### src/ubd_pkg.sv
`timescale 1ns / 1ps
// ----------------------------------------------------------------------------
// ubd_pkg
// Shared widths, register indexes, reset values and pipeline payload types
// for the UART baud divisor select block.
// ----------------------------------------------------------------------------
package ubd_pkg;

   // field widths
   localparam int TICK_W = 32;
   localparam int TOL_W  = 10;
   localparam int BAUD_W = 24;
   localparam int DIV_W  = 16;
   localparam int CSR_W  = 32;
   localparam int IDX_W  = 2;

   // quotient bits of the two divisions: divisor try, then error ratio
   localparam int QUO1_W = 17;
   localparam int QUO2_W = 12;

   // 2000 * tick, remainder and denominator (divisor * baud) widths
   localparam int T2K_W = 43;
   localparam int REM_W = 44;
   localparam int DEN_W = 40;

   // register indexes
   localparam logic [IDX_W-1:0] CSR_TICK_RATE = 2'd0;
   localparam logic [IDX_W-1:0] CSR_ERR_TOL   = 2'd1;
   localparam logic [IDX_W-1:0] CSR_PRESCALE  = 2'd2;

   // reset values
   localparam logic [TICK_W-1:0] TICK_RESET = 32'd115200;
   localparam logic [TOL_W-1:0]  TOL_RESET  = 10'd20;

   // error ratio constants: unity in per mille, doubled scale for rounding
   localparam logic [QUO2_W-1:0] PPM_UNITY = 12'd1000;
   localparam logic [10:0]       ERR_SCALE = 11'd2000;

   // largest first quotient that still rounds to a 16-bit divisor, plus one
   localparam logic [QUO1_W-1:0] QUO1_LIMIT = 17'h1ffff;

   typedef struct packed {
      logic [T2K_W-1:0]  t2k;   // 2000 * tick of this lane
      logic [REM_W-1:0]  rem;   // running remainder
      logic [DEN_W-1:0]  den;   // running denominator
      logic [QUO1_W-1:0] quo;   // quotient bits so far
      logic [DIV_W-1:0]  dv;    // candidate divisor
      logic              ok;    // candidate still usable
   } lane_type;

   // lane 0 uses tick, lane 1 uses tick / 4
   typedef struct packed {
      lane_type [1:0]    lane;
      logic [BAUD_W-1:0] baud;
   } stage_type;

   typedef struct packed {
      logic [DIV_W-1:0] divisor;
      logic             use_div4;
      logic             failed;
   } result_type;

endpackage

### src/ubd_mul_cell.sv
`timescale 1ns / 1ps
// ----------------------------------------------------------------------------
// ubd_mul_cell
// Rounds the first quotient to a divisor, range checks it and forms
// divisor * baud as the denominator of the error ratio division.
// ----------------------------------------------------------------------------
module ubd_mul_cell (
   input  logic               clock,
   input  logic               reset,
   input  logic               in_valid,
   input  ubd_pkg::stage_type in_data,
   output logic               in_ready,
   output logic               out_valid,
   output ubd_pkg::stage_type out_data,
   input  logic               out_ready
);

   logic                         valid_ff;
   ubd_pkg::stage_type           data_ff;
   ubd_pkg::stage_type           data_in;
   logic [ubd_pkg::QUO1_W:0]     rounded [2];

   assign in_ready  = !valid_ff || out_ready;
   assign out_valid = valid_ff;
   assign out_data  = data_ff;

   always_comb begin
      data_in = in_data;
      for (int l = 0; l < 2; l++) begin
         // round to nearest: (2t/b + 1) / 2
         rounded[l] = ({1'b0, in_data.lane[l].quo} + 1'b1) >> 1;
         data_in.lane[l].dv  = rounded[l][ubd_pkg::DIV_W-1:0];
         data_in.lane[l].ok  = in_data.lane[l].ok &&
                               (in_data.lane[l].quo != '0) &&
                               (in_data.lane[l].quo < ubd_pkg::QUO1_LIMIT);
         data_in.lane[l].den =
            ubd_pkg::DEN_W'(rounded[l][ubd_pkg::DIV_W-1:0]) *
            ubd_pkg::DEN_W'(in_data.baud);
         data_in.lane[l].rem = ubd_pkg::REM_W'(in_data.lane[l].t2k);
         data_in.lane[l].quo = '0;
      end
   end

   always_ff @(posedge clock) begin
      if (reset) begin
         valid_ff <= 1'b0;
      end else if (in_ready) begin
         valid_ff <= in_valid;
      end
   end

   always_ff @(posedge clock) begin
      if (in_ready && in_valid) begin
         data_ff <= data_in;
      end
   end

endmodule

### config.mk
export PLATFORM = sky130hd
export DESIGN_NAME = ubd_mul_cell
export DESIGN_NICKNAME = d
export VERILOG_FILES = /design/src/ubd_pkg.sv /design/src/ubd_mul_cell.sv
export SDC_FILE = /design/constraint.sdc
export NUM_CORES = 2
export LEC_CHECK = 0
export ABC_AREA = 1
export ABC_CLOCK_PERIOD_IN_PS = 17600
export BUFFER_PORTS_ARGS = -buffer_cell sky130_fd_sc_hd__buf_4
export CAP_MARGIN = 20
export CORE_UTILIZATION = 30
export CTS_CLUSTER_SIZE = 25
export DETAILED_ROUTE_END_ITERATION = 10
export HOLD_SLACK_MARGIN = 0.15
export PLACE_DENSITY_LB_ADDON = 0.05
export SYNTH_ARGS = -nofsm -noshare
export SYNTH_HDL_FRONTEND = slang
export SYNTH_SLANG_ARGS = --single-unit
### constraint.sdc
create_clock -name clock -period 17.6 [get_ports clock]
set_clock_uncertainty 0.15 [all_clocks]
set_input_delay 3.52 -clock clock [delete_from_list [all_inputs] [get_ports clock]]
set_output_delay 3.52 -clock clock [all_outputs]
set_load 0.01 [all_outputs]
# Yosys cells after proc, flatten, opt, wreduce, memory -nomap -nowiden
# Cells that the tools add are included.
word_totals:
  output_inout_bits: 348
  mem_bits_ro: 0
  ff_bits: 225
  wordCells: 25
  latch_bits: 0
  inputBits: 350
  mem_bits_rw: 0
  memories: 0
op_classes:
  n_reduce_logical: 9
  n_bitwise: 0
  n_div: 0
  eq_ne: 0
  magnitude_cmp: 2
  n_mul: 2
  n_addsub: 2
  n_mux: 0
  n_shift: 0
ops:
  columns: ["operator", "n"]
  rows:
  - ["multiplier 16 x 24 -> 40 bit", 2]
  - ["adder 17 x 1 -> 17 bit, second input constant", 2]
  - ["< comparator 17 bit, second input constant", 2]
  - ["nonzero test 17 bit", 2]
  - ["logical AND 1 bit", 5]
  - ["zero test 1 bit", 1]
  - ["logical OR 1 bit", 1]

# Longest topological paths before layout
logic_depth:
  ltp_word: 3
  depth_mapped: 35

# Worst setup path after synthesis
# Ideal clock, no wire load.
synth_path:
  path_kind: "input -> register"
  startpoint: "input in_valid"
  endpoint: "register data_ff (netlist bit out_data[0]) (enable)"
  setup_ns: 0.883
  path_slack_ns: 2.258
  t_required_ns: 16.567
  path_stages: 2
  n_path_buf: 0
  t_arrival_ns: 14.310
  cell_sequence: "inv_1 > a21oi_1"
synth_via:
  elab_chain_len: 1
synth_rtl:
  columns: ["element", "line_no", "rtl"]
  rows:
  - ["start: declaration", "ubd_mul_cell.sv:10", "input logic in_valid,"]
  - ["logical AND 1 bit", "ubd_mul_cell.sv:53", "if (in_ready && in_valid) begin"]
  - ["end signal: assignment", "ubd_mul_cell.sv:54", "data_ff <= data_in;"]
  - ["end: declaration", "ubd_mul_cell.sv:19", "ubd_pkg::stage_type data_ff;"]
# No other way between the ends.
# A chain may end at the register's enable or synchronous reset.

==> reports/metrics.cfg <==
[global_route]
grt_pass1_vias = 27718
grt_pass1_wl_um = 169000
grt_usage_pct = 19.2
gr-total-overflow = 0
grt_max_degree = 62
antenna_found_initial = 5

[sta]
rsz0062_at_grt = no
finalCriticalPeriod_ns = 10.50
tightestPinTransition_ns = 1.09
finalSetupViolCount = 0
slew_headroom_pct = 27.5
fmax_ghz = 0.0952
tns_ns = 0
hold_viol = 0
finalMaxSlewViolations = 0
period_share_pct = 59.7

[cells_and_area]
fin_util_pct = 35.0
syn_to_final_growth_pct = 15.3
final_area_um2 = 39600
drive_above_1_share_pct = 12.6
multiInputGateArea_um2 = 22300
nNetsFinal = 5569
seq_area_um2 = 6750
fillers = 12095

[floorplanning]
initial_core_util_pct = 30.4
die_x_um = 340
dieArea_um2 = 116000
die_h_um = 340
rows = 123
core_um2 = 113000
num_io_pins = 698

[routing]
ant_nets = 0
vias_per_cell = 4.48
routed_wl_um = 110000
met2_length_um = 53000
met3_length_um = 4870
routedWlPerCell_um = 18.6
met1_length_um = 50200
drt_iter0_drc = 1379
top_layer = met4
route.vias.total = 26417
drc_errors = 0
drtPass1Iterations = 5

[yosys]
synthDistinctLibCells = 37
yosys_warnings = 0
ys_ff_latch = 225
syn_area_per_cell_um2 = 8.45
synthesis.area_um2 = 34300
synth_edf_count = 224
synthCells = 4063
ys.flop_type = edfxtp_1
synthArstFlopShare_pct = 0
seq_area_frac_synth_pct = 19.7

[worst_setup_path]
arrival_ns = 10.73
startpoint_type = input pin
cpMaxStageDelayCell = inv_1
r2r_start = out_valid$_SDFFE_PP0N_
path_common_cell = nand2_1
crit_fanout = 22
r2r_slack_ns = 13.97
cp-startpoint = in_data[204]
crit_type = in2reg
cp-end-kind = register
required_ns = 17.83
max_stage_delay_ns = 0.74

[min_path]
min_from = out_valid$_SDFFE_PP0N_
min_path_type = reg2reg

[clock_tree]
root_buffer = clkbuf_16
numClockSinks = 225
cts_inserted_buffers = 30
cts_tree = built
cts_max_level = 1
ctsResizeCount = 0
clockBufferDepth = 3
cts_setup_buffers = 0
cts_hold_buf = 0
worstSkewPairLatency_ns = 0.59
cts.clk_slew.worst_paths_ns = 0.06

[flow_run]
maxCapViolCount = 0

[placed_design]
dp_hpwl_um = 87600
port_buffers = 461
dpl-instance-area_um2 = 38600
gp_congestion = 0.843

[status]
status = finished clean

## per-stage QoR
stage | setup slack [ns] | hold WS (ns) | instances
2_1_floorplan | 2.26 | 0.427 | 4098
3_3_place_gp | 6.54 | 0.387 | 5847
3_5_place_dp | 6.53 | 0.394 | 5847
4_1_cts | 7.20 | 0.402 | 5900
5_1_grt | 6.60 | 0.446 | 5900
6_report | 7.10 | 0.393 | 5903
## critical path, delay by kind of cell
| kind | cells | cell delay, ns |
|---|---|---|
| fa+ha+maj | 7 | 3.41 |
| simple gates | 14 | 2.16 |
| buf+inv | 8 | 1.45 |
| compound gates | 1 | 0.13 |
## cell usage after synthesis (all sizes together), types with 2 or more instances
cell type | count | area share, %
nand4 | 17 | 0.31
clkinv | 10 | 0.11
fa | 612 | 36
o21bai | 11 | 0.24
xor2 | 42 | 1.1
xnor2 | 7 | 0.18
a21oi | 70 | 1.0
nor4 | 8 | 0.15
o21ai | 43 | 0.63
and2 | 3 | 0.055
nand2 | 1029 | 11
clkbuf | 94 | 1.0
edfxtp | 224 | 20
a31oi | 3 | 0.055
nand3 | 67 | 0.98
nor2 | 362 | 4.0
nand3b | 2 | 0.044
ha | 228 | 8.3
nor3 | 30 | 0.50
inv | 1044 | 11
buf | 152 | 3.1
## registers in the layout (all words and copies together) (netlist names)
register   count
out_data     224
out_valid      1
## kinds of logic (layout without fill, tap and decap cells)
kind of cell / Yosys count / count (layout) / synth area share [%]
simple gates: 1519 / 1519 / 17.3
buf+inv: 1300 / 1602 / 15.7
fa+ha+maj: 840 / 840 / 44.0
flops: 225 / 225 / 19.7
compound gates: 129 / 129 / 1.99
xor+xnor: 49 / 49 / 1.29
other cells: 1 / 39 / 0.0109
## cell type report
| type | instances | area share [%] |
|---|---|---|
| Clock inverter | 16 | 0.433 |
| Antenna cell | 3 | 0.0190 |
| Multi-Input combinational cell | 2573 | 56.4 |
| Tap cell | 1500 | 4.74 |
| Timing Repair Buffer | 495 | 9.39 |
| Sequential cell | 225 | 17.0 |
| Inverter | 1054 | 10.0 |
| Clock buffer | 37 | 1.96 |
## cells in the final DEF, fill, tap and decap left out, types with 40 or more instances in the layout
cell type  count
a21oi_1       69
buf_4        495
edfxtp_1     224
fa_1         612
ha_1         228
inv_1       1040
nand2_1     1027
nand3_1       67
nor2_1       359
o21ai_0       43
xor2_1        40
## final timing paths
kind,to,cells past startpoint
setup / recovery,out_data[257]$_DFFE_PP_,30
hold / removal,out_valid$_SDFFE_PP0N_,2
setup reg to reg,out_data[27]$_DFFE_PP_,4
hold reg to reg,out_valid$_SDFFE_PP0N_,2
## metal layers
metal  up-vias  GRT usage, %
met1     13431          26.7
met5         -             0
li1      12290             -
met3        58          1.91
met2       638          33.1
met4         0          2.49
Power is left out: the tool's default activity adds up to more than one toggle a clock period on the data nets, which glitch-free logic cannot reach.
