<file path="config.mk">
export PLATFORM = sky130hd
export DESIGN_NAME = ubd_div_cell
export DESIGN_NICKNAME = d
export VERILOG_FILES = /design/src/ubd_pkg.sv /design/src/ubd_div_cell.sv
export SDC_FILE = /design/constraint.sdc
export NUM_CORES = 1
export LEC_CHECK = 0
export BUFFER_PORTS_ARGS = -buffer_cell sky130_fd_sc_hd__buf_2
export CORE_AREA = 2 2 272 274
export CTS_BUF_LIST = sky130_fd_sc_hd__clkbuf_4 sky130_fd_sc_hd__clkbuf_8 sky130_fd_sc_hd__clkbuf_16
export DETAILED_ROUTE_END_ITERATION = 7
export DIE_AREA = 0 0 274 276
export SYNTH_ARGS = -nofsm -noshare
export SYNTH_HDL_FRONTEND = slang
export SYNTH_SLANG_ARGS = --single-unit
</file>
<file path="constraint.sdc">
create_clock -name clock -period 9.8 [get_ports clock]
set_input_delay 1.47 -clock clock [delete_from_list [all_inputs] [get_ports clock]]
set_output_delay 1.47 -clock clock [all_outputs]
set_load 0.01 [all_outputs]
</file>
<file path="src/ubd_pkg.sv">
`timescale 1ns / 1ps
// ----------------------------------------------------------------------------
// ubd_pkg
// Shared widths, register indexes, reset values and pipeline payload types
// for the UART baud divisor select block.
// ----------------------------------------------------------------------------
package ubd_pkg;

   // field widths
   localparam int TICK_W = 32;
   localparam int TOL_W  = 10;
   localparam int BAUD_W = 24;
   localparam int DIV_W  = 16;
   localparam int CSR_W  = 32;
   localparam int IDX_W  = 2;

   // quotient bits of the two divisions: divisor try, then error ratio
   localparam int QUO1_W = 17;
   localparam int QUO2_W = 12;

   // 2000 * tick, remainder and denominator (divisor * baud) widths
   localparam int T2K_W = 43;
   localparam int REM_W = 44;
   localparam int DEN_W = 40;

   // register indexes
   localparam logic [IDX_W-1:0] CSR_TICK_RATE = 2'd0;
   localparam logic [IDX_W-1:0] CSR_ERR_TOL   = 2'd1;
   localparam logic [IDX_W-1:0] CSR_PRESCALE  = 2'd2;

   // reset values
   localparam logic [TICK_W-1:0] TICK_RESET = 32'd115200;
   localparam logic [TOL_W-1:0]  TOL_RESET  = 10'd20;

   // error ratio constants: unity in per mille, doubled scale for rounding
   localparam logic [QUO2_W-1:0] PPM_UNITY = 12'd1000;
   localparam logic [10:0]       ERR_SCALE = 11'd2000;

   // largest first quotient that still rounds to a 16-bit divisor, plus one
   localparam logic [QUO1_W-1:0] QUO1_LIMIT = 17'h1ffff;

   typedef struct packed {
      logic [T2K_W-1:0]  t2k;   // 2000 * tick of this lane
      logic [REM_W-1:0]  rem;   // running remainder
      logic [DEN_W-1:0]  den;   // running denominator
      logic [QUO1_W-1:0] quo;   // quotient bits so far
      logic [DIV_W-1:0]  dv;    // candidate divisor
      logic              ok;    // candidate still usable
   } lane_type;

   // lane 0 uses tick, lane 1 uses tick / 4
   typedef struct packed {
      lane_type [1:0]    lane;
      logic [BAUD_W-1:0] baud;
   } stage_type;

   typedef struct packed {
      logic [DIV_W-1:0] divisor;
      logic             use_div4;
      logic             failed;
   } result_type;

endpackage

</file>
<file path="src/ubd_div_cell.sv">
`timescale 1ns / 1ps
// ----------------------------------------------------------------------------
// ubd_div_cell
// One restoring division step for both lanes: decides quotient bit BIT and
// hands the updated remainder to the next cell.
// ----------------------------------------------------------------------------
module ubd_div_cell #(
   parameter int BIT = 0
) (
   input  logic               clock,
   input  logic               reset,
   input  logic               in_valid,
   input  ubd_pkg::stage_type in_data,
   output logic               in_ready,
   output logic               out_valid,
   output ubd_pkg::stage_type out_data,
   input  logic               out_ready
);

   logic               valid_ff;
   ubd_pkg::stage_type data_ff;
   ubd_pkg::stage_type data_in;

   assign in_ready  = !valid_ff || out_ready;
   assign out_valid = valid_ff;
   assign out_data  = data_ff;

   // compare the shifted remainder against the denominator, subtract on hit
   always_comb begin
      data_in = in_data;
      for (int l = 0; l < 2; l++) begin
         if ((in_data.lane[l].rem >> BIT) >= ubd_pkg::REM_W'(in_data.lane[l].den)) begin
            data_in.lane[l].rem = in_data.lane[l].rem -
                                  (ubd_pkg::REM_W'(in_data.lane[l].den) << BIT);
            data_in.lane[l].quo[BIT] = 1'b1;
         end
      end
   end

   always_ff @(posedge clock) begin
      if (reset) begin
         valid_ff <= 1'b0;
      end else if (in_ready) begin
         valid_ff <= in_valid;
      end
   end

   always_ff @(posedge clock) begin
      if (in_ready && in_valid) begin
         data_ff <= data_in;
      end
   end

endmodule

</file>
==> Word-level counts from Yosys, hierarchy flattened <==
Index checks and enable logic that the tools add are counted.
{ "word_totals": {"register_bits": 347} }
{ "op_classes": {"add_sub_neg": 2, "magnitude_cmp": 2, "n_mux": 2, "n_reduce_logical": 3} }
{ "ops": {"columns": ["cell", "n"], "rows": [
  ["44-bit by 40-bit >= comparator with 1-bit output", 2],
  ["44-bit 2-to-1 mux", 2],
  ["44-bit by 40-bit subtractor with 44-bit output", 2],
  ["1-bit logical AND", 1],
  ["1-bit zero test", 1],
  ["1-bit logical OR", 1]
]} }

==> Depth between registers and ports, before layout <==
{ "depth": {"word_depth": 3, "depth_mapped": 14, "ltp_nobuf": 12} }

==> Worst setup path before layout <==
Ideal clock, no wire load.
{ "synth_path": {"path_kind": "input-to-reg", "startpoint": "input out_ready", "endpoint": "register data_ff (netlist bit out_data[0]) (enable)", "setup_time_ps": 754, "arrival_time_ps": 9533, "path_slack_ps": -487, "path_stages": 2, "path_cell_list": "nand2b_1 -> and2_1"} }
{ "synth_between": {"elab_chain_len": 2} }
{ "synth_lines": {"columns": ["element", "line", "rtl"], "rows": [
  ["start: declaration", "ubd_div_cell.sv:17", "input logic out_ready"],
  ["1-bit logical OR", "ubd_div_cell.sv:24", "assign in_ready = !valid_ff || out_ready;"],
  ["1-bit logical AND", "ubd_div_cell.sv:49", "if (in_ready && in_valid) begin"],
  ["end signal: assignment", "ubd_div_cell.sv:50", "data_ff <= data_in;"],
  ["end: declaration", "ubd_div_cell.sv:21", "ubd_pkg::stage_type data_ff;"]
]} }
No other way between the ends.
A chain may end at the register's enable or synchronous reset.

==> impl_metrics.py <==
metrics = {
    "run_status": {
        "status": "completed",
    },
    "placement": {
        "gp_congestion": 0.919,
        "place_area_um2": 21100,
        "pre_cts_ws_ns": 4.53,
        "io_buffers": 697,
        "dp_hpwl_um": 48500,
    },
    "timing": {
        "rsz0062_at_grt": "no",
        "fin_crit_sh_pct": 47.5,
        "worst_pin_slew_ns": 1.04,
        "setup_ws_ns": 5.15,
        "period_minus_slack_ns": 4.65,
        "clock.fmax_ghz": 0.215,
        "max_slew_margin_pct": 29.2,
        "setup_tns_ns": 0,
        "setup_viol": 0,
        "finalHoldViolations": 0,
        "drv_slew": 0,
        "skew_ns": 0.0170,
    },
    "die": {
        "die_h_um": 276,
        "die_w_um": 274,
        "coreArea_um2": 72600,
        "rows": 99,
        "die_area_um2": 75600,
        "initial_core_util_pct": 22.8,
        "io_pins": 698,
    },
    "global_routing": {
        "grt_pass1_vias": 13300,
        "grt_max_degree": 144,
        "grt_pass1_wl_um": 85500,
        "grt_use_total_pct": 15.1,
        "antenna_found_initial": 15,
        "grt_overflow_total": 0,
    },
    "logic_synthesis": {
        "synth_cell_type_count": 70,
        "syn_inst": 1302,
        "yosysWarningCount": 0,
        "syn_area_um2": 16600,
        "syn_nets": 1734,
        "synthFlopType": "edfxtp_1",
        "ys_seq_elements": 347,
        "syn_avg_cell_area_um2": 12.7,
        "yosysSeqAreaShare_pct": 62.8,
        "synth_edf_count": 346,
        "async_flop_share_pct": 0,
    },
    "cts": {
        "clockBufferDepth": 3,
        "worstSkewPairLatency_ns": 0.57,
        "post_cts_resized": 0,
        "post_cts_buffers": 0,
        "clk_pin_slew_worst_paths_ns": 0.06,
        "htree_levels": 2,
        "cts_tree": "built",
        "clockRootBuffer": "clkbuf_16",
        "cts_hold_buf": 0,
        "cts_made_buffers": 42,
        "clock-sinks": 347,
    },
    "routing": {
        "routed_wl_um": 59800,
        "vias_per_cell": 4.40,
        "drt_drc_violations_left": 0,
        "drt_iter0_markers": 924,
        "drtPass1Iterations": 5,
        "wl_per_cell_um": 20.0,
        "vias": 13200,
        "antenna_left": 0,
    },
    "power": {
        "leakage_nw": 9.69,
        "p_per_area_nw_per_um2": 184,
        "power.total_mw": 4.13,
        "vdd_drop_max_v": 0.000130,
    },
    "worst_setup_path": {
        "cp_data_required_time_ns": 10.09,
        "crit_fanout": 75,
        "cp-start-kind": "input port",
        "worstPathArrival_ns": 4.95,
        "crit_type": "input port to flip-flop",
        "end_kind": "flip-flop",
    },
    "finish": {
        "final_cell_area_um2": 22400,
        "nNetsFinal": 2431,
        "syn_to_final_growth_pct": 35.5,
        "drive_above_1_share_pct": 39.7,
        "fillCellCount": 7512,
    },
    "flow_run": {
        "drv_cap": 0,
    },
    "min_path": {
        "hp-class": "flip-flop to flip-flop",
    },
}
routing by layer:
layer / part of all wire [%] / GRT usage (%) / up-vias
li1: - / - / 6225
met2: 52 / 27.8 / 556
met4: 1.9 / 3.69 / 16
met3: 9.4 / 5.43 / 88
met5: 0.17 / 0 / -
met1: 37 / 16.2 / 6279
logic make-up after synthesis:
kind of cell,after synthesis,share of synthesized area (%)
AOI/OAI and AO/OA,333,12.7
xor gates and xnor gates,81,4.28
adders and majority gates,82,6.28
buffers and inverters,154,3.92
DFF,347,62.8
muxes,22,1.72
and+or+nand+nor,283,8.29
critical path, stage by stage:
cell	delay, ns
buf_2	0.09
inv_1	0.04
ha_1	0.49
nand4_1	0.19
or3_1	0.50
nor4_1	0.27
a21oi_1	0.20
a41o_1	0.31
a21oi_2	0.17
a21o_2	0.15
buf_4	0.60
mux2_2	0.45
cell usage in the layout, fill, tap and decap left out, types with 5 or more instances in the layout:
master and instances:
a211oi_1 13, a21o_1 37, a21oi_1 141, a31oi_1 12
and3_1 8, buf_2 697, buf_4 6, clkbuf_16 43
clkbuf_4 5, clkinv_1 7, clkinv_2 6, diode_2 5
edfxtp_1 346, ha_1 80, inv_1 102, mux2_1 9
mux2_4 10, nand2_1 53, nand2b_1 17, nand3_1 17
nand4_1 30, nor2_1 101, nor2b_1 10, nor3_1 14
o211ai_1 12, o21a_1 11, o21ai_0 41, o21ai_1 11
o21bai_1 14, or3_1 6, xnor2_1 48, xor2_1 33
synth_stat cells, types with 18 or more instances:
cell | instances | area [µm²]
nor2_1 | 101 | 379
xnor2_1 | 48 | 420
nand2_1 | 53 | 199
inv_1 | 102 | 383
buf_2 | 18 | 90.1
edfxtp_1 | 346 | 10400
o21ai_0 | 41 | 205
xor2_1 | 33 | 289
ha_1 | 80 | 1000
clkbuf_1 | 24 | 90.1
a21o_1 | 38 | 285
nand4_1 | 30 | 188
a21oi_1 | 141 | 706
sequential cells by signal, summed over array words and instances (netlist names):
| signal | flops |
|---|---|
| out_valid | 1 |
| out_data | 346 |
cell type report:
cell class,count,area (µm²),share of cell area (%)
clock buffer,49,1130,5.02
antenna,5,12.5,0.0557
inverter,103,387,1.72
tap,959,1200,5.35
multi-input combinational,801,5510,24.6
sequential,347,10400,46.4
timing repair buffer,704,3550,15.8
clock inverter,25,244,1.09
report_power, final:
group	switching, mW	leakage, nW	internal, mW	total, mW
clock	0.649	0.673	0.908	1.56
combinational	0.452	5.67	0.306	0.757
sequential	0.0327	3.35	1.79	1.82
total	1.13	9.69	3.00	4.13
final timing paths:
| kind | startpoint | to | slack (ns) | depth (start not counted) |
|---|---|---|---|---|
| max reg2reg | out_valid | out_data[310] | 7.10 | 4 |
| max | in_data[93] | out_data[134] | 5.15 | 12 |
| min reg2reg | out_valid | out_valid | 0.52 | 2 |
| min | out_valid | out_valid | 0.52 | 2 |
per-stage QoR:
step	utilization, %	instances	hold WS (ns)
3_5_place_dp	29.0	2914	0.517
4_1_cts	30.9	2988	0.525
2_1_floorplan	-	1302	0.593
6_report	30.9	2993	0.524
5_1_grt	30.9	2990	0.561
3_3_place_gp	29.0	2914	0.503
Power figures use the tool's default switching activity.
