--- config.mk ---
export PLATFORM = sky130hd
export DESIGN_NAME = ubd_pick_cell
export DESIGN_NICKNAME = d
export VERILOG_FILES = /design/src/ubd_pkg.sv /design/src/ubd_pick_cell.sv
export SDC_FILE = /design/constraint.sdc
export NUM_CORES = 1
export LEC_CHECK = 0
export ABC_AREA = 1
export BUFFER_PORTS_ARGS = -buffer_cell sky130_fd_sc_hd__buf_2
export CORE_AREA = 10 10 141 143
export DETAILED_ROUTE_END_ITERATION = 12
export DIE_AREA = 0 0 151 153
export PLACE_DENSITY = 0.63
export SLEW_MARGIN = 20
export SYNTH_ARGS = -nofsm -noshare
export SYNTH_HDL_FRONTEND = slang
export SYNTH_SLANG_ARGS = --single-unit
--- constraint.sdc ---
create_clock -name clock -period 3.3 [get_ports clock]
set_input_delay 0.33 -clock clock [delete_from_list [all_inputs] [get_ports clock]]
set_output_delay 0.33 -clock clock [all_outputs]
set_load 0.01 [all_outputs]
--- src/ubd_pkg.sv ---
`timescale 1ns / 1ps
// ----------------------------------------------------------------------------
// ubd_pkg
// Shared widths, register indexes, reset values and pipeline payload types
// for the UART baud divisor select block.
// ----------------------------------------------------------------------------
package ubd_pkg;

   // field widths
   localparam int TICK_W = 32;
   localparam int TOL_W  = 10;
   localparam int BAUD_W = 24;
   localparam int DIV_W  = 16;
   localparam int CSR_W  = 32;
   localparam int IDX_W  = 2;

   // quotient bits of the two divisions: divisor try, then error ratio
   localparam int QUO1_W = 17;
   localparam int QUO2_W = 12;

   // 2000 * tick, remainder and denominator (divisor * baud) widths
   localparam int T2K_W = 43;
   localparam int REM_W = 44;
   localparam int DEN_W = 40;

   // register indexes
   localparam logic [IDX_W-1:0] CSR_TICK_RATE = 2'd0;
   localparam logic [IDX_W-1:0] CSR_ERR_TOL   = 2'd1;
   localparam logic [IDX_W-1:0] CSR_PRESCALE  = 2'd2;

   // reset values
   localparam logic [TICK_W-1:0] TICK_RESET = 32'd115200;
   localparam logic [TOL_W-1:0]  TOL_RESET  = 10'd20;

   // error ratio constants: unity in per mille, doubled scale for rounding
   localparam logic [QUO2_W-1:0] PPM_UNITY = 12'd1000;
   localparam logic [10:0]       ERR_SCALE = 11'd2000;

   // largest first quotient that still rounds to a 16-bit divisor, plus one
   localparam logic [QUO1_W-1:0] QUO1_LIMIT = 17'h1ffff;

   typedef struct packed {
      logic [T2K_W-1:0]  t2k;   // 2000 * tick of this lane
      logic [REM_W-1:0]  rem;   // running remainder
      logic [DEN_W-1:0]  den;   // running denominator
      logic [QUO1_W-1:0] quo;   // quotient bits so far
      logic [DIV_W-1:0]  dv;    // candidate divisor
      logic              ok;    // candidate still usable
   } lane_type;

   // lane 0 uses tick, lane 1 uses tick / 4
   typedef struct packed {
      lane_type [1:0]    lane;
      logic [BAUD_W-1:0] baud;
   } stage_type;

   typedef struct packed {
      logic [DIV_W-1:0] divisor;
      logic             use_div4;
      logic             failed;
   } result_type;

endpackage

--- src/ubd_pick_cell.sv ---
`timescale 1ns / 1ps
// ----------------------------------------------------------------------------
// ubd_pick_cell
// Rounds the error ratio, checks it against the tolerance and picks the
// direct or prescaled divisor. Holds the response register.
// ----------------------------------------------------------------------------
module ubd_pick_cell (
   input  logic                       clock,
   input  logic                       reset,
   input  logic [ubd_pkg::TOL_W-1:0]  tolerance,
   input  logic                       prescale,
   input  logic                       in_valid,
   input  ubd_pkg::stage_type         in_data,
   output logic                       in_ready,
   output logic                       out_valid,
   output ubd_pkg::result_type        out_data,
   input  logic                       out_ready
);

   logic                        valid_ff;
   ubd_pkg::result_type         data_ff;
   ubd_pkg::result_type         data_in;
   logic [ubd_pkg::QUO2_W:0]    ratio [2];
   logic [ubd_pkg::QUO2_W-1:0]  err   [2];
   logic [1:0]                  pass;

   assign in_ready  = !valid_ff || out_ready;
   assign out_valid = valid_ff;
   assign out_data  = data_ff;

   always_comb begin
      for (int l = 0; l < 2; l++) begin
         ratio[l] = ({1'b0, in_data.lane[l].quo[ubd_pkg::QUO2_W-1:0]} + 1'b1) >> 1;
         if (ratio[l][ubd_pkg::QUO2_W-1:0] >= ubd_pkg::PPM_UNITY) begin
            err[l] = ratio[l][ubd_pkg::QUO2_W-1:0] - ubd_pkg::PPM_UNITY;
         end else begin
            err[l] = ubd_pkg::PPM_UNITY - ratio[l][ubd_pkg::QUO2_W-1:0];
         end
         pass[l] = in_data.lane[l].ok &&
                   (err[l] <= ubd_pkg::QUO2_W'(tolerance));
      end

      // direct tick first, prescaled tick as fallback when it is allowed
      data_in = '{divisor: '0, use_div4: 1'b0, failed: 1'b1};
      if (pass[0]) begin
         data_in = '{divisor: in_data.lane[0].dv, use_div4: 1'b0, failed: 1'b0};
      end else if (prescale && pass[1]) begin
         data_in = '{divisor: in_data.lane[1].dv, use_div4: 1'b1, failed: 1'b0};
      end
   end

   always_ff @(posedge clock) begin
      if (reset) begin
         valid_ff <= 1'b0;
      end else if (in_ready) begin
         valid_ff <= in_valid;
      end
   end

   always_ff @(posedge clock) begin
      if (in_ready && in_valid) begin
         data_ff <= data_in;
      end
   end

endmodule

## Word level (Yosys, flattened, before mapping)

Index checks and enable logic that the tools add are counted.
W data, S select, Z words.

| storage, ports and cells | value |
|---|---|
| memories | 0 |
| register bits after elaboration | 19 |
| word-level logic and storage cells | 24 |
| bits in read-only memories | 0 |
| output and inout bits | 20 |
| memory bits (writable) | 0 |
| latch bits | 0 |
| input bits | 361 |

| operators by class | value |
|---|---|
| reduce and logical (&&, ||, !) cells | 6 |
| add/sub/neg operators | 6 |
| $lt $le $gt $ge | 4 |
| shifts and indexed selects | 0 |
| bitwise operators | 0 |
| muxes and demuxes | 4 |
| equality and inequality tests | 0 |
| divide/modulo/power cells | 0 |
| multiply operators | 0 |

Operator list:

| operator | count |
|---|---|
| $mux W18 | 2 |
| $add A12 B1 Y13 const B | 2 |
| $ge A12 B10 Y1 const B | 2 |
| $le A12 B10 Y1 | 2 |
| $mux W12 | 2 |
| $sub A10 B12 Y12 const A | 2 |
| $sub A12 B10 Y12 const B | 2 |
| $logic_and A1 B1 Y1 | 4 |
| $logic_not A1 Y1 | 1 |
| $logic_or A1 B1 Y1 | 1 |

## Depth between registers and ports, before layout

Gate-level depths: netlist of the first run.

| depth | value |
|---|---|
| depth after elaboration | 8 |
| mapped depth | 32 |

## Worst setup path after synthesis of the first run

No wires, ideal clock.

| path | value |
|---|---|
| path kind | input to register |
| start point | input port in_data[202] (netlist bit) |
| end point | register data_ff, in the netlist out_data[0] (data pin) |
| stages on the path | 26 |
| path buffers | 1 |
| arrival time | 3033 ps |
| slack | 18 ps |
| cells stage by stage | ha_1 -> nand2_1 -> nor2_2 -> nand2_1 -> nand2_1 -> nand2_1 -> nor2_2 -> nand3_2 -> o21bai_2 -> inv_1 -> nand2_1 -> o21ai_1 -> ha_1 -> inv_1 -> nor2_1 -> o21ai_0 -> nand2_1 -> a21oi_1 -> o21ai_0 -> nand2_1 -> nand3_1 -> nor2_1 -> nand2_2 -> buf_2 -> nand2_1 -> inv_1 |

| on the way | value |
|---|---|
| cells in the longest elaborated chain, start to end | 7 |
| elaborated cells between the ends (all ways) | 9 |
| those cells by class | add/sub (3); order compare (2); mux (2); reduce/logical (2) |

RTL lines:

| item | line | text |
|---|---|---|
| start, declared | ubd_pick_cell.sv:13 | `input ubd_pkg::stage_type in_data,` |
| $add A12 B1 Y13 (*) | ubd_pick_cell.sv:33 | `ratio[l] = ({1'b0, in_data.lane[l].quo[ubd_pkg::QUO2_W-1:0]} + 1'b1) >> 1;` |
| $sub A10 B12 Y12, or another cell as far along | ubd_pick_cell.sv:37 | `err[l] = ubd_pkg::PPM_UNITY - ratio[l][ubd_pkg::QUO2_W-1:0];` |
| $mux W12 (*) | ubd_pick_cell.sv:34 | `if (ratio[l][ubd_pkg::QUO2_W-1:0] >= ubd_pkg::PPM_UNITY) begin` |
| $le A12 B10 Y1 (*) | ubd_pick_cell.sv:40 | `(err[l] <= ubd_pkg::QUO2_W'(tolerance));` |
| $logic_and A1 B1 Y1 (*) | ubd_pick_cell.sv:39 | `pass[l] = in_data.lane[l].ok &&` |
| $logic_and A1 B1 Y1 (*) | ubd_pick_cell.sv:47 | `end else if (prescale && pass[1]) begin` |
| $mux W18 (*) | ubd_pick_cell.sv:47 |  |
| end signal, assigned | ubd_pick_cell.sv:62 | `data_ff <= data_in;` |
| end, declared | ubd_pick_cell.sv:21 | `ubd_pkg::result_type data_ff;` |

Mark *: on every way between the ends. The rest lies on a longest branch, timed or not.
A chain may end at the register's enable or synchronous reset.

==> results.json, run 1 <==
{
  "yosys_warnings": 0,
  "timing.rr.start": "out_valid$_SDFFE_PP0N_",
  "clock_sinks": 19,
  "setup.worst_path.start_class": "input port",
  "synth_edf_count": 18,
  "yosysSeqAreaShare_pct": 18.9,
  "first_pass_grt_wire_length_mm": 16.7,
  "initial_antenna_violation_count": 0,
  "final-setup-viol-count": 0,
  "drt-total-wl_mm": 11.1,
  "max_freq_mhz": 306,
  "initialDrtViolationCount": 147,
  "cts_made_buffers": 3,
  "antenna_cells_inserted": 0,
  "hold_path_class": "in2reg",
  "maximum_number_of_pins_on_one_net_before_global_route_repair": 21,
  "floorplan.die.height_um": 153,
  "synth_area_um2": 2960,
  "cts_max_level": 1,
  "power_per_cell_area_nw_per_um2": 241,
  "post_detailed_placement_half_perimeter_wirelength_mm": 8.72,
  "syn2layout_area_growth_pct": 71.6,
  "die_area_um2": 23100,
  "gp_congestion": 0.761,
  "horiz_die_dim_um": 151,
  "worst_setup_path_end_kind": "flip-flop",
  "fillers": 1889,
  "buffer_ports.inserted": 92,
  "finalInstanceArea_um2": 5080,
  "clock_skew_ns": 0.00845,
  "first_global_vias": 3409,
  "total_of_flip_flops_plus_latches_after_synthesis": 19,
  "outcome": "completed",
  "kind_of_critical_path": "in2reg",
  "vdd.ir_drop.worst_uv": 136,
  "clock_tree_from_tritoncts": "yes",
  "final_common_cell": "sky130_fd_sc_hd__nand2_1",
  "cp-endpoint": "out_data[12]$_DFFE_PP_",
  "root_buffer_master": "sky130_fd_sc_hd__clkbuf_16",
  "ctsHoldBuffers": 0,
  "setup_repair_after_global_routing_missed_its_margin": "true",
  "drcViolationCount": 0,
  "synth.net_count": 869,
  "worst-path-max-fanout": 5,
  "post_route_cells_drive_above_1_share_pct": 45.7,
  "tns_ns": 0,
  "floorplan.initialDensity_pct": 17.4,
  "setup.reg_to_reg.worst_slack_ns": 2.18,
  "clock_path_buffers": 2,
  "netlist_instances": 481,
  "placeableCoreArea_um2": 17100,
  "whs_path_depth": 2,
  "route.vias.total": 3613,
  "worstRegToRegCells": 2,
  "synth_cell_type_count": 31,
  "drt_pass1_iterations": 4,
  "globalRouteOverflowTotal": 0,
  "dpl_cell_area_um2": 4310,
  "cap_violations": 0,
  "finalWorstSetupSlack_ns": 0.0357,
  "worstSetupStartpoint": "in_data[203]",
  "clock_latency_on_the_worst_skew_pair_ns": 0.26,
  "reg2reg_to": "out_data[17]$_DFFE_PP_",
  "via_count_normalized_by_instance_count": 4.03,
  "timing_max_transition_violations_final": 0,
  "leakage_nw": 2.69,
  "timing.final.crit_share_pct": 98.9,
  "hold_viol": 0,
  "worst_setup_hold_path_clk_slew_ns": 0.06,
  "grt_use_total_pct": 8.81,
  "prevailing_post_synth_register_cell": "sky130_fd_sc_hd__edfxtp_1",
  "antenna_left": 0,
  "worst-slew-pin-transition_ns": 0.398,
  "cell_rows": 48,
  "async_flop_share_pct": 0,
  "overall_power_consumption_mw": 1.22,
  "timing.critical_path.required_ns": 3.42,
  "wire_per_inst_um": 12.4,
  "syn-mean-instance-area_um2": 6.15,
  "layout_common_cells": "sky130_fd_sc_hd__nand2_1, sky130_fd_sc_hd__inv_1, sky130_fd_sc_hd__buf_4, sky130_fd_sc_hd__buf_2, sky130_fd_sc_hd__nand2_2",
  "worst_ep_arrival_time_ns": 3.39,
  "boundaryPins": 381,
  "design.final.nets": 1061,
  "period_minus_ws_final_ns": 3.26,
  "slew_headroom_pct": 73.4,
  "post_layout_util_pct": 29.8,
  "pre_cts_slack_ns": -0.320
}
sequential cells by signal, indices dropped and copies added, names as in the netlist:
name,count
out_data,18
out_valid,1
final cells by class:
cell class | instances | area [um2] | share of cell area, %
clock inverters | 1 | 5.00 | 0.0985
repair buffers | 189 | 1310 | 25.8
flip-flops and latches | 19 | 561 | 11.0
multi-input cells | 357 | 2460 | 48.5
inverters | 103 | 387 | 7.61
clock buffers | 3 | 75.1 | 1.48
well taps | 225 | 282 | 5.54
critical path: stages:
cell and delay [ns]:
sky130_fd_sc_hd__buf_8 0.08, sky130_fd_sc_hd__ha_4 0.14, sky130_fd_sc_hd__nand2_4 0.06, sky130_fd_sc_hd__nor2_4 0.16, sky130_fd_sc_hd__nand4_1 0.15, sky130_fd_sc_hd__xor2_1 0.24
sky130_fd_sc_hd__nand2_1 0.14, sky130_fd_sc_hd__o21bai_4 0.17, sky130_fd_sc_hd__buf_6 0.14, sky130_fd_sc_hd__nor2_4 0.03, sky130_fd_sc_hd__xor2_1 0.16, sky130_fd_sc_hd__inv_1 0.10
sky130_fd_sc_hd__ha_4 0.25, sky130_fd_sc_hd__nand2_2 0.06, sky130_fd_sc_hd__inv_2 0.03, sky130_fd_sc_hd__o21ai_1 0.06, sky130_fd_sc_hd__nand2_1 0.08, sky130_fd_sc_hd__a21oi_2 0.13
sky130_fd_sc_hd__o21ai_1 0.07, sky130_fd_sc_hd__nand2_1 0.08, sky130_fd_sc_hd__nand3_2 0.08, sky130_fd_sc_hd__nor2_4 0.13, sky130_fd_sc_hd__nand2_4 0.11, sky130_fd_sc_hd__clkbuf_16 0.19
sky130_fd_sc_hd__nor2_4 0.11, sky130_fd_sc_hd__nand2_2 0.06, sky130_fd_sc_hd__nand2_2 0.05
stage by stage:
| stage | hold WS (ns) | instances |
|---|---|---|
| after floorplan | 0.399 | 481 |
| after global placement | 0.487 | 876 |
| after detailed placement | 0.497 | 876 |
| after CTS | 0.210 | 884 |
| after global routing | 0.220 | 897 |
| final | 0.220 | 897 |
repair_timing:
item,CTS,global route
cloned,3,4
pin swaps,3,64
endpoints found under the hold margin,0,0
endpoints found under the setup margin,18,18
buffers inserted,1,9
gates resized for setup,9,127
where the power goes:
group | internal, mW | switching (mW)
registers | 0.291 | 0.00749
clock network | 0.163 | 0.0996
logic | 0.308 | 0.355
total | 0.762 | 0.462
cell families (layout without fill, tap and decap cells):
| kind of cell | Yosys count | in the layout | share of synthesized area (%) |
|---|---|---|---|
| xor+xnor | 22 | 22 | 6.51 |
| fa+ha+maj | 27 | 27 | 11.4 |
| buf+inv | 108 | 296 | 14.2 |
| compound gates | 36 | 36 | 6.97 |
| flops | 19 | 19 | 18.9 |
| simple gates | 269 | 272 | 42.0 |
synthesized netlist by cell type (2+ instances only):
cell / instances / area share [%]
sky130_fd_sc_hd__nand2_1: 142 / 18
sky130_fd_sc_hd__inv_1: 102 / 13
sky130_fd_sc_hd__nor2_1: 46 / 5.8
sky130_fd_sc_hd__ha_1: 27 / 11
sky130_fd_sc_hd__nand4_1: 25 / 5.3
sky130_fd_sc_hd__nand3_1: 24 / 4.1
sky130_fd_sc_hd__xor2_1: 19 / 5.6
sky130_fd_sc_hd__edfxtp_1: 18 / 18
sky130_fd_sc_hd__o21ai_0: 15 / 2.5
sky130_fd_sc_hd__a21oi_1: 12 / 2.0
sky130_fd_sc_hd__nand2_2: 8 / 1.7
sky130_fd_sc_hd__nor2_2: 8 / 1.7
sky130_fd_sc_hd__nand3_2: 4 / 1.4
sky130_fd_sc_hd__nor2_4: 4 / 1.5
sky130_fd_sc_hd__o21ai_1: 4 / 0.68
sky130_fd_sc_hd__buf_2: 3 / 0.51
sky130_fd_sc_hd__nor3_2: 3 / 1.0
sky130_fd_sc_hd__xnor2_1: 3 / 0.89
sky130_fd_sc_hd__nor3_1: 2 / 0.34
layer usage:
metal / track usage [%] / wire (um) / vias to the layer above
met2: 14.6 / 5390 / 55
met5: 0 / 0 / -
li1: - / - / 1905
met4: 1.24 / 40 / 0
met1: 10.8 / 4860 / 1651
met3: 3.19 / 845 / 2
worst min-delay path by stage:
stage / startpoint / to / slack, ns
6_report: reset / out_valid$_SDFFE_PP0N_ / 0.22
3_5_place_dp: reset / out_valid$_SDFFE_PP0N_ / 0.50
5_1_grt: reset / out_valid$_SDFFE_PP0N_ / 0.22
4_1_cts: reset / out_valid$_SDFFE_PP0N_ / 0.21
3_3_place_gp: reset / out_valid$_SDFFE_PP0N_ / 0.49
2_1_floorplan: reset / out_valid$_SDFFE_PP0N_ / 0.40
No activity file was read; power rests on OpenSTA's default activity.
==> inputs of run 2 (changes only) <==
MAX_ROUTING_LAYER = met4   (was not set)
==> run 2 against run 1 <==
  * Worst setup slack worse by 0.0094 ns
  * Register-to-register slack about the same
  * Global-route usage up 0.24 points
  * Sequential power about the same
  * Sequential share of layout area unchanged
  * Maximum frequency down 0.29%
  * Final area unchanged
  * Worst hold slack better by 0.0011 ns
  * Critical path depth unchanged
  * Die area unchanged
  * Utilization unchanged
  * Power about the same
==> results.json, run 2 (synthesis gave the netlist of run 1 again) <==
{
  "cp_common_cell": "sky130_fd_sc_hd__nor2_4",
  "critical_path.n_buffers_inverters": 5,
  "post_detailed_placement_half_perimeter_wirelength_mm": 8.72,
  "via_count_normalized_by_instance_count": 4.03,
  "p_sw_mw": 0.461,
  "vdd.ir_drop.worst_uv": 136,
  "finalWorstSetupSlack_ns": 0.0264,
  "clock_skew_ns": 0.00863,
  "hold_path_class": "in2reg",
  "setup.reg_to_reg.worst_slack_ns": 2.19,
  "setup_repair_after_global_routing_missed_its_margin": "true",
  "wire_per_inst_um": 12.4,
  "timing.final.crit_share_pct": 99.2,
  "floorplan.die.height_um": 153,
  "worst_setup_path_end_kind": "flip-flop",
  "placeableCoreArea_um2": 17100,
  "outcome": "completed",
  "dpl_cell_area_um2": 4310,
  "slowest_delay_ns": 0.25,
  "worst-slew-pin-transition_ns": 0.398,
  "design.final.nets": 1061,
  "cap_violations": 0,
  "horiz_die_dim_um": 151,
  "p_comb_share_pct": 54.1,
  "cell_rows": 48,
  "drcViolationCount": 0,
  "setup.worst_path.start_class": "input port",
  "antenna_left": 0,
  "pre_cts_slack_ns": -0.320,
  "max_freq_mhz": 305,
  "boundaryPins": 381,
  "multi_input_area_um2": 2460,
  "timing.rr.start": "out_valid$_SDFFE_PP0N_",
  "critical_path_depth": 27,
  "worstRegToRegCells": 2,
  "syn2layout_area_growth_pct": 71.6,
  "first_pass_grt_wire_length_mm": 16.7,
  "worst_setup_hold_path_clk_slew_ns": 0.06,
  "gp_congestion": 0.771,
  "leakage_nw": 2.69,
  "slowest_cell_on_crit_path": "sky130_fd_sc_hd__ha_4",
  "power_per_cell_area_nw_per_um2": 241,
  "intPower_mw": 0.762,
  "hold_viol": 0,
  "drt_pass1_iterations": 4,
  "worst_ep_arrival_time_ns": 3.40,
  "clock_latency_on_the_worst_skew_pair_ns": 0.26,
  "cts_max_level": 1,
  "finalInstanceArea_um2": 5080,
  "fillers": 1889,
  "critPathTopFamily": "simple AND/OR/NAND/NOR gates",
  "pwr-share-clk_pct": 21.5,
  "cts_made_buffers": 3,
  "first_global_vias": 3416,
  "regArea_um2": 561,
  "antenna_cells_inserted": 0,
  "globalRouteOverflowTotal": 0,
  "route.vias.total": 3616,
  "floorplan.initialDensity_pct": 17.4,
  "buffer_ports.inserted": 92,
  "whs_path_depth": 2,
  "clock_tree_from_tritoncts": "yes",
  "clock_sinks": 19,
  "kind_of_critical_path": "in2reg",
  "hold_start": "reset",
  "power_frac_seq_pct": 24.4,
  "initialDrtViolationCount": 136,
  "layout_common_cells": "sky130_fd_sc_hd__nand2_1, sky130_fd_sc_hd__inv_1, sky130_fd_sc_hd__buf_4, sky130_fd_sc_hd__buf_2, sky130_fd_sc_hd__nand2_2",
  "ctsHoldBuffers": 0,
  "die_area_um2": 23100,
  "maximum_number_of_pins_on_one_net_before_global_route_repair": 21,
  "clock_path_buffers": 2,
  "initial_antenna_violation_count": 0,
  "period_minus_ws_final_ns": 3.27,
  "final_common_cell": "sky130_fd_sc_hd__nand2_1",
  "timing_max_transition_violations_final": 0,
  "post_layout_util_pct": 29.8,
  "worstSetupStartpoint": "in_data[203]",
  "worst-path-max-fanout": 5,
  "drt-total-wl_mm": 11.1,
  "swShare_pct": 37.7,
  "post_route_cells_drive_above_1_share_pct": 45.7,
  "overall_power_consumption_mw": 1.22,
  "slew_headroom_pct": 73.4,
  "final-setup-viol-count": 0,
  "flip_flop_count_of_the_largest_register_all_copies_and_words_added": 18,
  "timing.critical_path.required_ns": 3.42,
  "grt_use_total_pct": 9.05,
  "root_buffer_master": "sky130_fd_sc_hd__clkbuf_16"
}
==> run 2: cell counts in the layout (fill, tap and decap cells not counted) <==
No cell type changed its count.
==> run 2: final cells by class <==
cell class / instances / area share (%)
Sequential cell: 19 / 11.0
Clock buffer: 3 / 1.48
Tap cell: 225 / 5.54
Clock inverter: 1 / 0.0985
Inverter: 103 / 7.61
Multi-Input combinational cell: 357 / 48.5
Timing Repair Buffer: 189 / 25.8
==> run 2: power groups by stage <==
| stage | sequential (mW) | clock (mW) | combinational (mW) |
|---|---|---|---|
| final | 0.299 | 0.263 | 0.661 |
| after detailed placement | 0.304 | 0 | 0.530 |
| after global placement | 0.305 | 0 | 0.522 |
| after floorplan | 0.314 | 0 | 0.281 |
| after CTS | 0.299 | 0.277 | 0.557 |
| after global routing | 0.300 | 0.283 | 0.745 |
==> run 2: timing repair <==
action,4_1_cts,5_1_grt
gates resized for setup,9,127
buffers inserted,1,9
pin swaps,3,64
cloned,3,4
setup endpoints to repair,18,18
==> run 2: stage by stage <==
step           setup TNS [ns]  hold WS, ns  instances
2_1_floorplan               0        0.399        481
3_3_place_gp            -4.54        0.487        876
3_5_place_dp            -5.45        0.497        876
4_1_cts                     0        0.210        884
5_1_grt                 -3.23        0.220        897
6_report                    0        0.222        897
==> run 2: path summary, 6_finish.rpt <==
check                            to
min          out_valid$_SDFFE_PP0N_
min reg2reg  out_valid$_SDFFE_PP0N_
max reg2reg  out_data[17]$_DFFE_PP_
max          out_data[12]$_DFFE_PP_
==> run 2: worst register-to-register path: stages, from the launching register on <==
cell and delay (ns):
sky130_fd_sc_hd__dfxtp_1 0.33, sky130_fd_sc_hd__a21oi_2 0.14, sky130_fd_sc_hd__buf_4 0.29
==> run 2: routing by layer <==
layer | track usage (%) | wire [um] | up-vias
li1 | - | - | 1906
met1 | 11.1 | 4950 | 1649
met2 | 14.6 | 5390 | 59
met3 | 2.80 | 754 | 2
met4 | 1.24 | 40 | 0
met5 | - | 0 | -
==> inputs of run 3 (changes only) <==
ABC_AREA = not set   (was 1)
==> run 3 against run 2 <==
  * The run now ends with setup timing left
  * Wire length is 7.8% higher
  * Highest routed layer unchanged
  * Area after synthesis up 0.17%
  * Synthesized cell count down 26%
  * Count of clock-buffer cells in the layout is 1 higher
  * Critical endpoint is now out_data[11]$_DFFE_PP_
  * First-iteration DRC count rose by 15%
  * Critical path type unchanged
  * Sequential power grew 2%
  * Worst hold slack worse by 0.0043 ns
  * Non-clock buffer count rose by 16
==> results.json, run 3 <==
{
  "outcome": "finished with violations",
  "violations": "setup timing",
  "grt_use_total_pct": 10.1,
  "antenna_left": 0,
  "syn-mean-instance-area_um2": 8.38,
  "wire_per_inst_um": 15.6,
  "worstRegToRegCells": 2,
  "gp_congestion": 0.871,
  "leakage_nw": 2.27,
  "route.vias.total": 3394,
  "worst_setup_hold_path_clk_slew_ns": 0.07,
  "clock_path_buffers": 2,
  "boundaryPins": 381,
  "clock_sinks": 19,
  "cp-endpoint": "out_data[11]$_DFFE_PP_",
  "finalHoldWorstSlack_ns": 0.217,
  "setup.reg_to_reg.worst_slack_ns": 1.69,
  "vdd.ir_drop.worst_uv": 134,
  "reg2reg_to": "out_data[16]$_DFFE_PP_",
  "synth_cell_type_count": 65,
  "synth.net_count": 742,
  "first_pass_grt_wire_length_mm": 18.5,
  "syn2layout_area_growth_pct": 73.6,
  "post_route_cells_drive_above_1_share_pct": 52.7,
  "worst_ep_arrival_time_ns": 3.60,
  "period_minus_ws_final_ns": 3.61,
  "floorplan.die.height_um": 153,
  "max_freq_mhz": 277,
  "flip_flop_count_of_the_largest_register_all_copies_and_words_added": 18,
  "horiz_die_dim_um": 151,
  "synth.top_cell.area_share_pct": 18.2,
  "worst-slew-pin-transition_ns": 0.986,
  "buffer_ports.inserted": 92,
  "via_count_normalized_by_instance_count": 4.42,
  "synth.cells.most_frequent": "sky130_fd_sc_hd__inv_1, sky130_fd_sc_hd__ha_1, sky130_fd_sc_hd__xnor2_1",
  "yosys_warnings": 0,
  "total_of_flip_flops_plus_latches_after_synthesis": 19,
  "slowest_delay_ns": 0.53,
  "initial_antenna_violation_count": 0,
  "floorplan.initialDensity_pct": 17.4,
  "worstSetupStartpoint": "in_data[41]",
  "cts_made_buffers": 3,
  "final_common_cell": "sky130_fd_sc_hd__buf_4",
  "setup_repair_after_global_routing_missed_its_margin": "true",
  "timing.rr.start": "out_valid$_SDFFE_PP0N_",
  "post_layout_util_pct": 30.2,
  "slew_headroom_pct": 34.3,
  "first_global_vias": 3487,
  "antenna_cells_inserted": 0,
  "synth.most_common_cell": "sky130_fd_sc_hd__inv_1",
  "worst-path-max-fanout": 8,
  "prevailing_post_synth_register_cell": "sky130_fd_sc_hd__edfxtp_1",
  "globalRouteOverflowTotal": 0,
  "drcViolationCount": 0,
  "design.final.nets": 932,
  "synth_edf_count": 18,
  "placeableCoreArea_um2": 17100,
  "drt-total-wl_mm": 12.0,
  "die_area_um2": 23100,
  "cts_max_level": 1,
  "synth_area_um2": 2970,
  "drt_pass1_iterations": 4,
  "hold_path_class": "in2reg",
  "timing.critical_path.cells": "buf_12, ha_4, buf_6, or4_4, a311oi_4, mux2i_1, xnor2_1, ha_1, a21oi_2, o21ai_2, mux2_4, o31ai_2, o2111a_2, o21a_4, clkbuf_16, o31ai_2",
  "hold_viol": 0,
  "synth.largest_area_cell": "sky130_fd_sc_hd__edfxtp_1",
  "cell_rows": 48,
  "finalWorstSetupSlack_ns": -0.307,
  "cap_violations": 0,
  "ctsHoldBuffers": 0,
  "setup.worst_path.start_class": "input port",
  "clock_latency_on_the_worst_skew_pair_ns": 0.26,
  "timing.critical_path.required_ns": 3.29,
  "yosysSeqAreaShare_pct": 18.9,
  "layout_common_cells": "sky130_fd_sc_hd__buf_4, sky130_fd_sc_hd__buf_2, sky130_fd_sc_hd__inv_1",
  "post_detailed_placement_half_perimeter_wirelength_mm": 9.59,
  "slowest_cell_on_crit_path": "sky130_fd_sc_hd__or4_4",
  "clock_tree_from_tritoncts": "yes",
  "worst_setup_path_end_kind": "flip-flop",
  "maximum_number_of_pins_on_one_net_before_global_route_repair": 19,
  "clock_skew_ns": 0.0162,
  "cp_common_cell": "sky130_fd_sc_hd__o31ai_2",
  "initialDrtViolationCount": 156,
  "async_flop_share_pct": 0,
  "kind_of_critical_path": "in2reg",
  "timing_max_transition_violations_final": 0,
  "power_per_cell_area_nw_per_um2": 253,
  "synthTopCellsByArea": "sky130_fd_sc_hd__edfxtp_1, sky130_fd_sc_hd__ha_1, sky130_fd_sc_hd__xnor2_1",
  "final-setup-viol-count": 18,
  "root_buffer_master": "sky130_fd_sc_hd__clkbuf_16",
  "netlist_instances": 354,
  "timing.final.crit_share_pct": 109
}
run 3: cell count changes after synthesis, moves of 8 or more:
cell,previous run,this run
sky130_fd_sc_hd__mux2i_1,0,9
sky130_fd_sc_hd__inv_1,102,32
sky130_fd_sc_hd__o211ai_1,0,18
sky130_fd_sc_hd__nand2_2,8,0
sky130_fd_sc_hd__nand3_1,24,11
sky130_fd_sc_hd__clkbuf_1,0,9
sky130_fd_sc_hd__nor2_1,46,11
sky130_fd_sc_hd__nor2_2,8,0
sky130_fd_sc_hd__xnor2_1,3,24
sky130_fd_sc_hd__nand2_1,142,23
sky130_fd_sc_hd__nand4_1,25,9
sky130_fd_sc_hd__o31ai_1,1,21
run 3: where the power goes:
part	switching [mW]	total [mW]	leakage (nW)	internal, mW
logic	0.359	0.735	2.04	0.376
clock network	0.0989	0.264	0.0382	0.165
registers	0.00998	0.304	0.187	0.294
total	0.468	1.30	2.27	0.835
run 3: layout make-up:
class                           count  area (um2)
Tap cell                          225         282
Sequential cell                    19         561
Timing Repair Buffer              205        1480
Clock buffer                        4        78.8
Multi-Input combinational cell    283        2630
Inverter                           32         120
Fill cell                        1821       11900
run 3: stage by stage:
stage	cell area [um2]	setup WS [ns]	setup TNS, ns	power (mW)	instances
global placement	4440	-0.562	-10.00	0.902	747
detailed placement	4440	-0.616	-10.67	0.905	747
global route	5150	-0.444	-7.46	1.40	768
CTS	4760	-0.249	-3.81	1.22	761
floorplan	3130	-0.393	-6.05	0.652	354
finish	5150	-0.307	-4.97	1.30	768
run 3: critical path, delay by kind of cell:
family	cells	cell delay, ns
and+or+nand+nor	1	0.53
xor gates and xnor gates	1	0.16
AOI/OAI and AO/OA	7	1.12
buffers and inverters	3	0.41
adders and majority gates	2	0.46
muxes	2	0.57
run 3: worst min-delay path by stage:
stage / to / slack, ns / from / cells after the start
after global placement: out_valid$_SDFFE_PP0N_ / 0.49 / reset / 2
after global routing: out_valid$_SDFFE_PP0N_ / 0.23 / reset / 2
after CTS: out_valid$_SDFFE_PP0N_ / 0.22 / reset / 2
after floorplan: out_valid$_SDFFE_PP0N_ / 0.40 / reset / 1
final: out_valid$_SDFFE_PP0N_ / 0.22 / reset / 2
after detailed placement: out_valid$_SDFFE_PP0N_ / 0.50 / reset / 2
run 3: what timing repair did:
| action | in CTS | in global routing |
|---|---|---|
| setup buffers | 9 | 7 |
| gates cloned | 2 | 1 |
| setup endpoints to repair | 18 | 18 |
| gates resized for setup | 35 | 59 |
| pin swaps | 9 | 23 |
run 3: routing by layer:
layer	wire length, um	track usage (%)	part of all wire, %
met4	26	0.917	0.22
met2	5450	15.1	45
met5	0	-	0
met1	5430	13.4	45
met3	1100	3.63	9.2
run 3: cells by family after synthesis:
family / Yosys count / synth area share, %
simple gates: 106 / 20.6
compound gates: 100 / 26.1
buf+inv: 52 / 7.47
xor+xnor: 36 / 10.6
fa+ha+maj: 27 / 11.4
flops: 19 / 18.9
mux: 14 / 4.94
